File: config.mk
export PLATFORM = sky130hd
export DESIGN_NAME = chat_out_buf
export DESIGN_NICKNAME = d
export VERILOG_FILES = /design/src/design/chat_pkg.sv /design/src/design/chat_out_buf.sv
export SDC_FILE = /design/constraint.sdc
export NUM_CORES = 1
export LEC_CHECK = 0
export BUFFER_PORTS_ARGS = -buffer_cell sky130_fd_sc_hd__buf_2
export CAP_MARGIN = 20
export CORE_AREA = 5 5 116 118
export CTS_CLUSTER_DIAMETER = 50
export DETAILED_ROUTE_END_ITERATION = 10
export DIE_AREA = 0 0 121 123
export HOLD_SLACK_MARGIN = 0.08
export PLACE_DENSITY_LB_ADDON = 0.08
export SYNTH_ARGS = -nofsm -noshare
export SYNTH_HDL_FRONTEND = slang
export SYNTH_SLANG_ARGS = --single-unit
File: constraint.sdc
create_clock -name clk_i -period 2.6 [get_ports clk_i]
set_input_delay 0.39 -clock clk_i [delete_from_list [all_inputs] [get_ports clk_i]]
set_output_delay 0.39 -clock clk_i [all_outputs]
set_load 0.03 [all_outputs]
File: src/design/chat_pkg.sv
// ----------------------------------------------------------------------------
// chat_pkg
// Shared constants, codes, result type and bucket hash for the chained hash
// accumulate table.
// ----------------------------------------------------------------------------
package chat_pkg;

  // Table geometry. Both sizes are powers of two.
  localparam int unsigned BUCKETS  = 1024;
  localparam int unsigned CAPACITY = 1024;

  localparam int unsigned BKT_W    = $clog2(BUCKETS);
  localparam int unsigned IDX_W    = $clog2(CAPACITY);
  localparam int unsigned CNT_W    = IDX_W + 1;
  localparam int unsigned KEY_W    = 64;
  localparam int unsigned SUM_W    = 64;
  localparam int unsigned FUNC_W   = 2;
  localparam int unsigned STATUS_W = 3;

  // Multiplicative hash constant.
  localparam logic [31:0] HASH_MULT = 32'h9E37_79B1;

  // Capacity as a count; also the empty marker of a bucket head.
  localparam logic [CNT_W-1:0] CAP_CNT  = CNT_W'(CAPACITY);
  localparam logic [BKT_W-1:0] BKT_LAST = BKT_W'(BUCKETS - 1);

  // Operation codes.
  localparam logic [FUNC_W-1:0] FUNC_ADD   = 2'd0;
  localparam logic [FUNC_W-1:0] FUNC_CLEAR = 2'd1;
  localparam logic [FUNC_W-1:0] FUNC_READ  = 2'd2;

  // Result status codes.
  localparam logic [STATUS_W-1:0] ST_NEW        = 3'd0;
  localparam logic [STATUS_W-1:0] ST_MERGED     = 3'd1;
  localparam logic [STATUS_W-1:0] ST_FULL       = 3'd2;
  localparam logic [STATUS_W-1:0] ST_CLEARED    = 3'd3;
  localparam logic [STATUS_W-1:0] ST_READ_OK    = 3'd4;
  localparam logic [STATUS_W-1:0] ST_READ_EMPTY = 3'd5;

  // One result item.
  typedef struct packed {
    logic [STATUS_W-1:0] status;
    logic [IDX_W-1:0]    index;
    logic [KEY_W-1:0]    key;
    logic [SUM_W-1:0]    sum;
    logic [CNT_W-1:0]    used;
  } res_t;

  // The bucket is the low bits of key times the hash constant. Those bits
  // depend only on the low bits of both factors, so a narrow product suffices.
  function automatic logic [BKT_W-1:0] bucket_of(input logic [KEY_W-1:0] key);
    logic [2*BKT_W-1:0] prod;
    prod = (2*BKT_W)'(key[BKT_W-1:0]) * (2*BKT_W)'(HASH_MULT[BKT_W-1:0]);
    return prod[BKT_W-1:0];
  endfunction

endpackage

File: src/design/chat_out_buf.sv
// ----------------------------------------------------------------------------
// chat_out_buf
// One-entry output register that decouples the table engine from the
// receiver of result items.
// ----------------------------------------------------------------------------
module chat_out_buf (
  input  logic          clk_i,
  input  logic          rst_ni,
  input  logic          push_valid_i,
  output logic          push_ready_o,
  input  chat_pkg::res_t push_res_i,
  output logic          out_valid_o,
  input  logic          out_ready_i,
  output chat_pkg::res_t out_res_o
);
  import chat_pkg::*;

  logic valid_q, valid_d;
  res_t res_q;

  // Space exists when empty or when the held item leaves this cycle.
  assign push_ready_o = !valid_q || out_ready_i;

  always_comb begin
    valid_d = valid_q;
    if (push_valid_i && push_ready_o) begin
      valid_d = 1'b1;
    end else if (out_ready_i) begin
      valid_d = 1'b0;
    end
  end

  // Valid flag.
  always_ff @(posedge clk_i or negedge rst_ni) begin
    if (!rst_ni) begin
      valid_q <= 1'b0;
    end else begin
      valid_q <= valid_d;
    end
  end

  // Held payload.
  always_ff @(posedge clk_i) begin
    if (push_valid_i && push_ready_o) begin
      res_q <= push_res_i;
    end
  end

  assign out_valid_o = valid_q;
  assign out_res_o   = res_q;

endmodule

# After elaboration in Yosys (flattened, before gate mapping)
# Cells that the tools add are included.
classes:
  n_shift: 0
  n_mul: 0
  reduce_logical: 4
  div: 0
  bitwise: 0
  eq_ne: 0
  addsub: 0
  muxes: 2
  n_lt_le_gt_ge: 0
ops:
  columns: ["operator", "n"]
  rows:
  - ["$mux W1", 2]
  - ["$reduce_bool A2 Y1", 1]
  - ["$logic_and A1 B1 Y1", 1]
  - ["$logic_not A1 Y1", 1]
  - ["$logic_or A1 B1 Y1", 1]
totals:
  mem_bits_rw: 0
  ff_bits: 153
  romBits: 0
  out_inout_bits: 154
  memories: 0
  latch_bits: 0
  in_bits: 156

# Longest topological paths before layout
# Gate-level depths: netlist of run 1.
depth:
  depth_word: 4
  depth_mapped: 2

# Least setup slack after synthesis of run 1
# Ideal clock, no wire load.
synth_path:
  path_type: "flip-flop to flip-flop"
  start: "register valid_q, in the netlist out_valid_o"
  end: "register res_q (netlist bit out_res_o[0]) (enable)"
  stages_incl_launch_ff: 3
  period_less_slack_ps: 2237
  required_ps: 2194
  arrival_time_ps: 1830
  path_buffers: 0
  setup_slack_ps: 363
  path_cell_list: "dfrtp_1 -> nand2b_4 -> and2_4"
synth_between:
  elab_chain_len: 3
synth_lines:
  columns: ["item", "line", "source"]
  rows:
  - ["from (decl)", "chat_out_buf.sv:18", "logic valid_q, valid_d;"]
  - ["from (signal assigned)", "chat_out_buf.sv:38", "valid_q <= valid_d;"]
  - ["$logic_not A1 Y1", "chat_out_buf.sv:22", "assign push_ready_o = !valid_q || out_ready_i;"]
  - ["$logic_or A1 B1 Y1", "chat_out_buf.sv:22", null]
  - ["via push_ready_o", "chat_out_buf.sv:10", "output logic push_ready_o,"]
  - ["$logic_and A1 B1 Y1", "chat_out_buf.sv:44", "if (push_valid_i && push_ready_o) begin"]
  - ["to (signal assigned)", "chat_out_buf.sv:45", "res_q <= push_res_i;"]
  - ["to (decl)", "chat_out_buf.sv:19", "res_t res_q;"]
# The timed path passes the listed nets, and every way through them passes these cells.
# A chain may end at the register's enable or synchronous reset.

# Worst setup path in the final report of run 1
layout_path:
  start: "register valid_q, in the netlist out_valid_o"
  end: "register res_q (netlist bit out_res_o[93]) (enable)"
layout_between:
  elab_chain_len: 3
layout_lines:
  columns: ["item", "line"]
  rows:
  - ["$logic_not A1 Y1", "chat_out_buf.sv:22"]
  - ["$logic_or A1 B1 Y1", "chat_out_buf.sv:22"]
  - ["$logic_and A1 B1 Y1", "chat_out_buf.sv:44"]
# No other way between the ends.

==> summary.md, run 1 <==
| Metric | Value |
|---|---|
| Critical Path Max Stage Delay | `0.40 ns` |
| CTS Sinks | `153` |
| Register Area | `4589 µm²` |
| N_diodes | `0` |
| Ys Warns | `0` |
| Final setup margin | `1.039 ns` |
| Top cells by count, synth | `edfxtp_1, and2_4, dfrtp_1, nand2b_1, nand2b_4` |
| Worst r2r path cells | `3` |
| CP startpoint | `out_valid_o` |
| RSZ-0062 raised after global routing | `false` |
| Syn avg cell area | `29.60 µm²` |
| IO Port Bufs | `309` |
| LEAKAGE | `2.985 nW` |
| Seq/Total Area, Yosys | `0.9938` |
| CP endpoint kind | `flip-flop` |
| Synth-to-Final Area Change | `51.10%` |
| Critical path capture point | `out_res_o[93]` |
| Drt first-iter violations | `126` |
| Count leader, synth | `edfxtp_1` |
| Gr usage total | `0.1536` |
| Gate power share | `0.101` |
| Fin crit share | `0.6002` |
| Cell Int Power | `4.451 mW` |
| Largest net degree at the start of global routing | `75` |
| Post-route DRC | `0` |
| Clock power frac | `0.395` |
| Global-route wire length before repair | `16370 µm` |
| Ys async rst share | `0.006536` |
| Top post-synthesis cells by area | `edfxtp_1, dfrtp_1, nand2b_4` |
| CORE AREA | `12360 µm²` |
| Post-synth top area cell | `edfxtp_1` |
| Slew Limit Fails | `0` |
| Post-detailed-route wirelength per cell | `17.81 µm` |
| Setup crit start kind | `flip-flop` |
| Overall routed net length | `11970 µm` |
| Clock Pin Slew Worst Setup and Hold Paths | `0.06 ns` |
| Clock latency at the later pin of the worst-skew pair | `0.41 ns` |
| GRT Residual Overflow | `0` |
| Sw Ratio | `0.2291` |
| Post-synth EDFFs | `152` |
| Critical Setup Path Class | `reg2reg` |
| Row cnt | `41` |
| Initial antenna violation count | `1` |
| HP Class | `in2reg` |
| Clk buf depth | `2` |
| Count of different cell masters after synthesis | `5` |
| Hold-fix buffers, CTS | `1` |
| R2r startpoint | `out_valid_o` |
| Routed via count | `2829` |
| CP Cell Sequence | `nand2b_4 > and2_4 > buf_12` |
| Final Skew | `0.005160 ns` |
| Top_reg_cell synth | `edfxtp_1` |
| NetSw | `1.323 mW` |
| Min-delay src | `push_res_i[107]` |
| Total Die Area | `14880 µm²` |
| Placed cell areas | `6420 µm²` |
| H-tree depth | `4` |
| Run status | `finished, final reports clean` |
| PD cells | `827.5 nW/µm²` |
| Chip height | `123 µm` |
| TritonCTS clock tree | `done` |
| Vias per inst | `4.210` |
| Syn Std Cell Area | `4618 µm²` |
| # nets final | `643` |
| Reg2Reg Setup Slack | `1.04 ns` |
| Share of the synthesized area in the top cell type | `0.9884` |
| Dpl ws | `0.9198 ns` |
| Die Wd | `121 µm` |
| Max-cap violations | `0` |
| Share of layout cells above drive strength 1 | `0.6820` |
| RD Place Congestion | `0.7466` |
| Fin area | `6978 µm²` |
| Resized cells post-CTS | `0` |
| Slowest CP cell | `dfrtp_1` |
| Starting density of the core | `0.3735` |
| Boundary Pins | `310` |
| Area of the multi-input gates | `28.78 µm²` |
| WHS | `0.1506 ns` |
| Max VDD drop | `0.0004773 V` |
| FF-to-FF End | `out_res_o[93]` |
| Post-CTS Setup Inserts | `0` |
| CP Data Arrival Time | `1.63 ns` |
| Crit path time final | `1.561 ns` |
| Syn Inst Count | `156` |
| Register bit count reported by yosys | `153` |
| Setup tns final | `0 ns` |
| Worst-path maximum fanout | `74` |
| TritonRoute pass-1 iters | `4` |
| Req. time, crit path | `2.66 ns` |
| Vias in the first global route | `2898` |
| Tightest Pin Transition | `0.3934 ns` |
| Final setup viols | `0` |
| Filler Cell Count | `1025` |
| Fin. Hold Viols | `0` |
| F_max | `640.8 MHz` |
| Sequential share of power | `0.504` |
| Syn nets | `312` |
| HPWL Detailed | `9325 µm` |
| Slew margin rel. | `0.7377` |
| CTS buffer count | `17` |
| CTS Root Cell | `clkbuf_16` |
| Routed Antenna Nets | `0` |
[cell families after synthesis]
group	after synthesis	share of synthesized area
flip-flops	153	0.9938
AND/OR/NAND/NOR	3	0.006232
[final cells by class]
type,count,share of cell area
Tap cell,172,0.03084
Clock buffer,21,0.06312
Clock inverter,11,0.01542
Sequential cell,153,0.6577
Multi-Input combinational cell,3,0.004124
Timing Repair Buffer,312,0.2288
[critical path: cells and delay by family (launching register included)]
kind,cells,cell delay [ns]
flops,1,0.40
simple gates,2,0.38
buf+inv,1,0.37
[flip-flops by register name (all words and copies together) (netlist names)]
signal       flops
out_valid_o      1
out_res_o      152
[layer usage]
metal,vias up,global-route usage,wire [µm]
met1,1331,0.1591,4016
met5,-,0,18
li1,1300,-,-
met4,2,0.06799,187
met3,17,0.07868,1439
met2,179,0.2615,6308
[metrics by stage]
| stage | util | instances | power [mW] |
|---|---|---|---|
| 6_report | 0.5644 | 672 | 5.774 |
| 5_1_grt | 0.5644 | 672 | 6.005 |
| 4_1_cts | 0.5644 | 672 | 5.848 |
| 3_5_place_dp | 0.5193 | 639 | 3.556 |
| 3_3_place_gp | 0.5193 | 639 | 3.548 |
| 2_1_floorplan | - | 156 | 3.286 |
[cells in the final DEF (no fill, tap or decap), drive strengths merged]
cell type	n
and2	1
clkbuf	21
dlygate4sd3	1
nand2b	2
edfxtp	152
bufinv	2
dfrtp	1
buf	311
clkinvlp	1
clkinv	8
[power groups by stage]
stage                     clock, mW  sequential (mW)  combinational [mW]
after floorplan                   0             3.24              0.0493
after global placement            0             2.96               0.590
after detailed placement          0             2.96               0.594
after CTS                      2.34             2.91               0.596
after global routing           2.47             2.92               0.617
final                          2.28             2.91               0.586
[worst min path at each step]
stage                                 to  slack, ns  cells after the start
after floorplan              out_valid_o       0.09                      0
after global placement       out_valid_o       0.17                      1
after detailed placement     out_valid_o       0.17                      1
after CTS                 out_res_o[131]       0.13                      1
after global routing       out_res_o[73]       0.12                      1
final                     out_res_o[107]       0.15                      1
Power figures use the tool's default switching activity.
==> inputs of run 2 (changes only) <==
- CORE_AREA: 5 5 116 118 -> unset
- CORE_MARGIN: unset -> 5
- CORE_UTILIZATION: unset -> 37
- DIE_AREA: 0 0 121 123 -> unset
- clock period: 2.6 -> 1.4 ns (I/O delays scaled with it)
==> run 2 against run 1 <==
  * The run now fails in 4_1_cts
  * Area after synthesis unchanged
  * Synthesized cell count unchanged
==> summary.md, run 2 <==
| Metric | Value |
|---|---|
| Run status | `aborted with a tool error` |
| Failed at | `4_1_cts` |
| Halt Reason | `[ERROR RSZ-0060] Max buffer count reached.` |
| H-tree depth | `4` |
| Hold-fix buffers, CTS | `137` |
| Chip height | `121.7 µm` |
| Largest family of logic cells by synthesized area | `simple AND/OR/NAND/NOR gates` |
| Seq/Total Area, Yosys | `0.9938` |
| Placed cell areas | `6581 µm²` |
| Top_reg_cell synth | `edfxtp_1` |
| Syn Std Cell Area | `4618 µm²` |
| Syn avg cell area | `29.60 µm²` |
| HPWL Detailed | `9850 µm` |
| Top cells by count, synth | `edfxtp_1, and2_4, dfrtp_1, nand2b_1, nand2b_4` |
| Die Wd | `121.7 µm` |
| Syn nets | `312` |
| CTS Sinks | `153` |
| Top post-synthesis cells by area | `edfxtp_1, dfrtp_1, nand2b_4` |
| Row cnt | `40` |
| Clk buf depth | `2` |
| Simple-Gate Fraction of Synth Area | `0.006231` |
| Resized cells post-CTS | `0` |
| CTS buffer count | `17` |
| Dpl ws | `0.08217 ns` |
| Synth Area in XOR/XNOR | `0` |
| Compound-gate portion of the synthesized area | `0` |
| IO Port Bufs | `309` |
| Share of the synthesized area in the top cell type | `0.9884` |
| Count of different cell masters after synthesis | `5` |
| RD Place Congestion | `0.7648` |
| Post-synth EDFFs | `152` |
| Ys Warns | `0` |
| Post-CTS Setup Inserts | `0` |
| Post-synthesis mux area share | `0` |
| Post-synth top area cell | `edfxtp_1` |
| Starting density of the core | `0.3813` |
| Ys async rst share | `0.006536` |
| Register bit count reported by yosys | `153` |
| Boundary Pins | `310` |
| Syn Inst Count | `156` |
| CTS Root Cell | `clkbuf_16` |
| Count leader, synth | `edfxtp_1` |
| Adder-Cell Fraction of Synth Area | `0` |
==> run 2: cell counts after synthesis <==
No cell type changed its count.
==> run 2: logic make-up after synthesis <==
| family | after synthesis |
|---|---|
| flops | 153 |
| simple gates | 3 |
==> run 2: through the flow <==
step	cells	setup TNS, ns	hold slack, ns	util
detailed placement	647	0	-0.01286	0.5434
global placement	647	0	-0.01477	0.5434
floorplan	156	-118.58	-0.08559	-
==> inputs of run 3 (changes only) <==
- CORE_UTILIZATION: 37 -> 35
- CTS_CLUSTER_DIAMETER: 50 -> unset
- HOLD_SLACK_MARGIN: 0.08 -> unset
- PLACE_DENSITY_LB_ADDON: 0.08 -> 0.15
- clock period: 1.4 -> 1.82 ns (I/O delays scaled with it)
==> run 3 against run 2 <==
  * The run now ends clean
==> summary.md, run 3 (synthesized netlist as in run 1, its figures left out) <==
| Metric | Value |
|---|---|
| Placed cell areas | `6466 µm²` |
| Clock Pin Slew Worst Setup and Hold Paths | `0.06 ns` |
| CP Cell Sequence | `nand2b_4 > buf_2` |
| Share of layout cells above drive strength 1 | `0.6873` |
| Chip height | `124.9 µm` |
| GRT Residual Overflow | `0` |
| H-tree depth | `4` |
| Die Wd | `124.9 µm` |
| Starting density of the core | `0.3529` |
| Global-route wire length before repair | `17150 µm` |
| Largest net degree at the start of global routing | `39` |
| Levels on crit path | `2` |
| Top Family by Delay on Critical Path | `flip-flops` |
| RSZ-0062 raised after global routing | `false` |
| HPWL Detailed | `9132 µm` |
| GR Util met2 | `0.2478` |
| Row cnt | `42` |
| Run status | `finished, final reports clean` |
| Final Skew | `0.007461 ns` |
| Setup crit start kind | `flip-flop` |
| Slew Limit Fails | `0` |
| WP buf/inv | `1` |
| Post-route DRC | `0` |
| Worst-path maximum fanout | `3` |
| CP Data Arrival Time | `1.11 ns` |
| Drt first-iter violations | `109` |
| Max reg flops | `152` |
| Clk buf depth | `2` |
| Overall routed net length | `11610 µm` |
| Fin area | `6993 µm²` |
| PD cells | `1146 nW/µm²` |
| Gr usage total | `0.1488` |
| Routed via count | `2800` |
| WHS | `0.03749 ns` |
| F_max | `724.3 MHz` |
| Req. time, crit path | `1.55 ns` |
| Worst r2r path cells | `3` |
| TritonCTS clock tree | `done` |
| Tightest Pin Transition | `0.2409 ns` |
| HP Class | `in2reg` |
| CTS Sinks | `153` |
| Routed Antenna Nets | `0` |
| # nets final | `645` |
| Hold Path Depth | `1` |
| IO Port Bufs | `309` |
| GR peak layer | `met2` |
| Vias per inst | `4.124` |
| LEAKAGE | `2.974 nW` |
| CTS Root Cell | `clkbuf_16` |
| Max-cap violations | `0` |
| Critical Setup Path Class | `reg2out` |
| CORE AREA | `13090 µm²` |
| Max VDD drop | `0.0005428 V` |
| Total Die Area | `15590 µm²` |
| Fin. Hold Viols | `0` |
| CTS buffer count | `17` |
| Commonest non-fill, non-tap cell in the layout | `buf_2` |
| Fin crit share | `0.7586` |
| Grt met1 use | `0.1457` |
| Crit path time final | `1.381 ns` |
| Final setup viols | `0` |
| CP endpoint kind | `primary output` |
| Boundary Pins | `310` |
| Clock latency at the later pin of the worst-skew pair | `0.40 ns` |
| Post-detailed-route wirelength per cell | `17.10 µm` |
| Initial antenna violation count | `2` |
| GR Util met3 | `0.09605` |
| TritonRoute pass-1 iters | `4` |
| Most frequent cells in the layout | `buf_2, edfxtp_1, clkbuf_16` |
| Vias in the first global route | `3004` |
| Slew margin rel. | `0.8394` |
| Critical Path Max Stage Delay | `0.42 ns` |
| Slowest CP cell | `dfrtp_2` |
| Synth-to-Final Area Change | `51.42%` |
| RD Place Congestion | `0.7905` |
-- run 3: worst register-to-register path, cell delays in order, from the launching register on --
cell	delay (ns)
dfrtp_2	0.42
nand2b_4	0.07
and2_4	0.29
buf_12	0.26
-- run 3: what timing repair did --
item                                   4_1_cts  5_1_grt
hold buffers                                 1        0
gates resized for setup                      0        0
setup buffers                                0        0
endpoints found under the hold margin        1        0
-- run 3: path summary, 6_finish.rpt --
kind / from / endpoint / slack, ns
min in group asynchronous: rst_ni / out_valid_o / 0.18
min reg2reg: out_valid_o / out_valid_o / 0.53
max reg2reg: out_valid_o / out_res_o[26] / 0.45
min: push_res_i[43] / out_res_o[43] / 0.04
max in group asynchronous: rst_ni / out_valid_o / 1.54
max: out_valid_o / push_ready_o / 0.44
-- run 3: cell type report --
type	instances	area [µm²]
fillers	1081	6092
flip-flops and latches	153	4591
well taps	176	220.2
clock buffers	20	436.7
multi-input cells	3	28.78
diodes	1	2.502
clock inverters	12	77.57
repair buffers	314	1637
-- run 3: per-stage QoR --
step / power (mW) / setup TNS (ns) / cells / worst slack, ns / util
2_1_floorplan: 4.695 / -54.74 / 156 / -0.3601 / -
3_3_place_gp: 5.085 / 0 / 645 / 0.4575 / 0.4942
4_1_cts: 8.119 / 0 / 678 / 0.4037 / 0.5342
6_report: 8.015 / 0 / 679 / 0.4393 / 0.5344
3_5_place_dp: 5.087 / 0 / 645 / 0.4429 / 0.4942
5_1_grt: 8.366 / 0 / 679 / 0.3825 / 0.5344
-- run 3: routing by layer --
| metal | wire, µm | part of all wire |
|---|---|---|
| met5 | 7 | 0.00060 |
| met4 | 224 | 0.019 |
| met2 | 5780 | 0.50 |
| met1 | 3924 | 0.34 |
| met3 | 1676 | 0.14 |
-- run 3: power breakdown --
part / leakage (nW) / total [mW] / internal, mW / switching, mW
combinational: 1.27 / 0.848 / 0.263 / 0.585
sequential: 1.46 / 4.15 / 4.11 / 0.0405
clock: 0.246 / 3.02 / 1.73 / 1.29
==> inputs of run 4 (changes only) <==
- clock period: 1.82 -> 1.3 ns (I/O delays scaled with it)
==> run 4 against run 3 <==
  * The run now fails in 4_1_cts
  * Synthesized cell count unchanged
  * Area after synthesis unchanged
==> summary.md, run 4 <==
| Metric | Value |
|---|---|
| Adder-Cell Fraction of Synth Area | `0` |
| Simple-Gate Fraction of Synth Area | `0.006231` |
| Top post-synthesis cells by area | `edfxtp_1, dfrtp_1, nand2b_4` |
| Count of different cell masters after synthesis | `5` |
| Post-synth top area cell | `edfxtp_1` |
| Ys Warns | `0` |
| CTS buffer count | `17` |
| Hold-fix buffers, CTS | `137` |
| Top cells by count, synth | `edfxtp_1, and2_4, dfrtp_1, nand2b_1, nand2b_4` |
| Largest family of logic cells by synthesized area | `simple AND/OR/NAND/NOR gates` |
| Die Wd | `124.9 µm` |
| Failed at | `4_1_cts` |
| Top_reg_cell synth | `edfxtp_1` |
| Ys async rst share | `0.006536` |
| Halt Reason | `[ERROR RSZ-0060] Max buffer count reached.` |
| Dpl ws | `-0.03732 ns` |
| Chip height | `124.9 µm` |
| Syn nets | `312` |
| Synth Area in XOR/XNOR | `0` |
| Clk buf depth | `2` |
| Run status | `aborted with a tool error` |
| Seq/Total Area, Yosys | `0.9938` |
| Placed cell areas | `6481 µm²` |
| Syn avg cell area | `29.60 µm²` |
| Post-CTS Setup Inserts | `1` |
| Post-synthesis mux area share | `0` |
| RD Place Congestion | `0.7624` |
| IO Port Bufs | `309` |
| Resized cells post-CTS | `4` |
| Count leader, synth | `edfxtp_1` |
| Row cnt | `42` |
| H-tree depth | `4` |
| Post-synth EDFFs | `152` |
| HPWL Detailed | `9254 µm` |
| Boundary Pins | `310` |
| Syn Std Cell Area | `4618 µm²` |
| Share of the synthesized area in the top cell type | `0.9884` |
| Starting density of the core | `0.3529` |
| Syn Inst Count | `156` |
| CTS Root Cell | `clkbuf_16` |
| CTS Sinks | `153` |
| Register bit count reported by yosys | `153` |
| Compound-gate portion of the synthesized area | `0` |
==> run 4: cell counts after synthesis <==
No cell type changed its count.
==> run 4: cells by family after synthesis <==
| group | count (synthesis) |
|---|---|
| AND/OR/NAND/NOR | 3 |
| flip-flops | 153 |
==> run 4: stage by stage <==
stage          std cells  utilization
3_3_place_gp         647       0.4953
2_1_floorplan        156            -
3_5_place_dp         647       0.4953
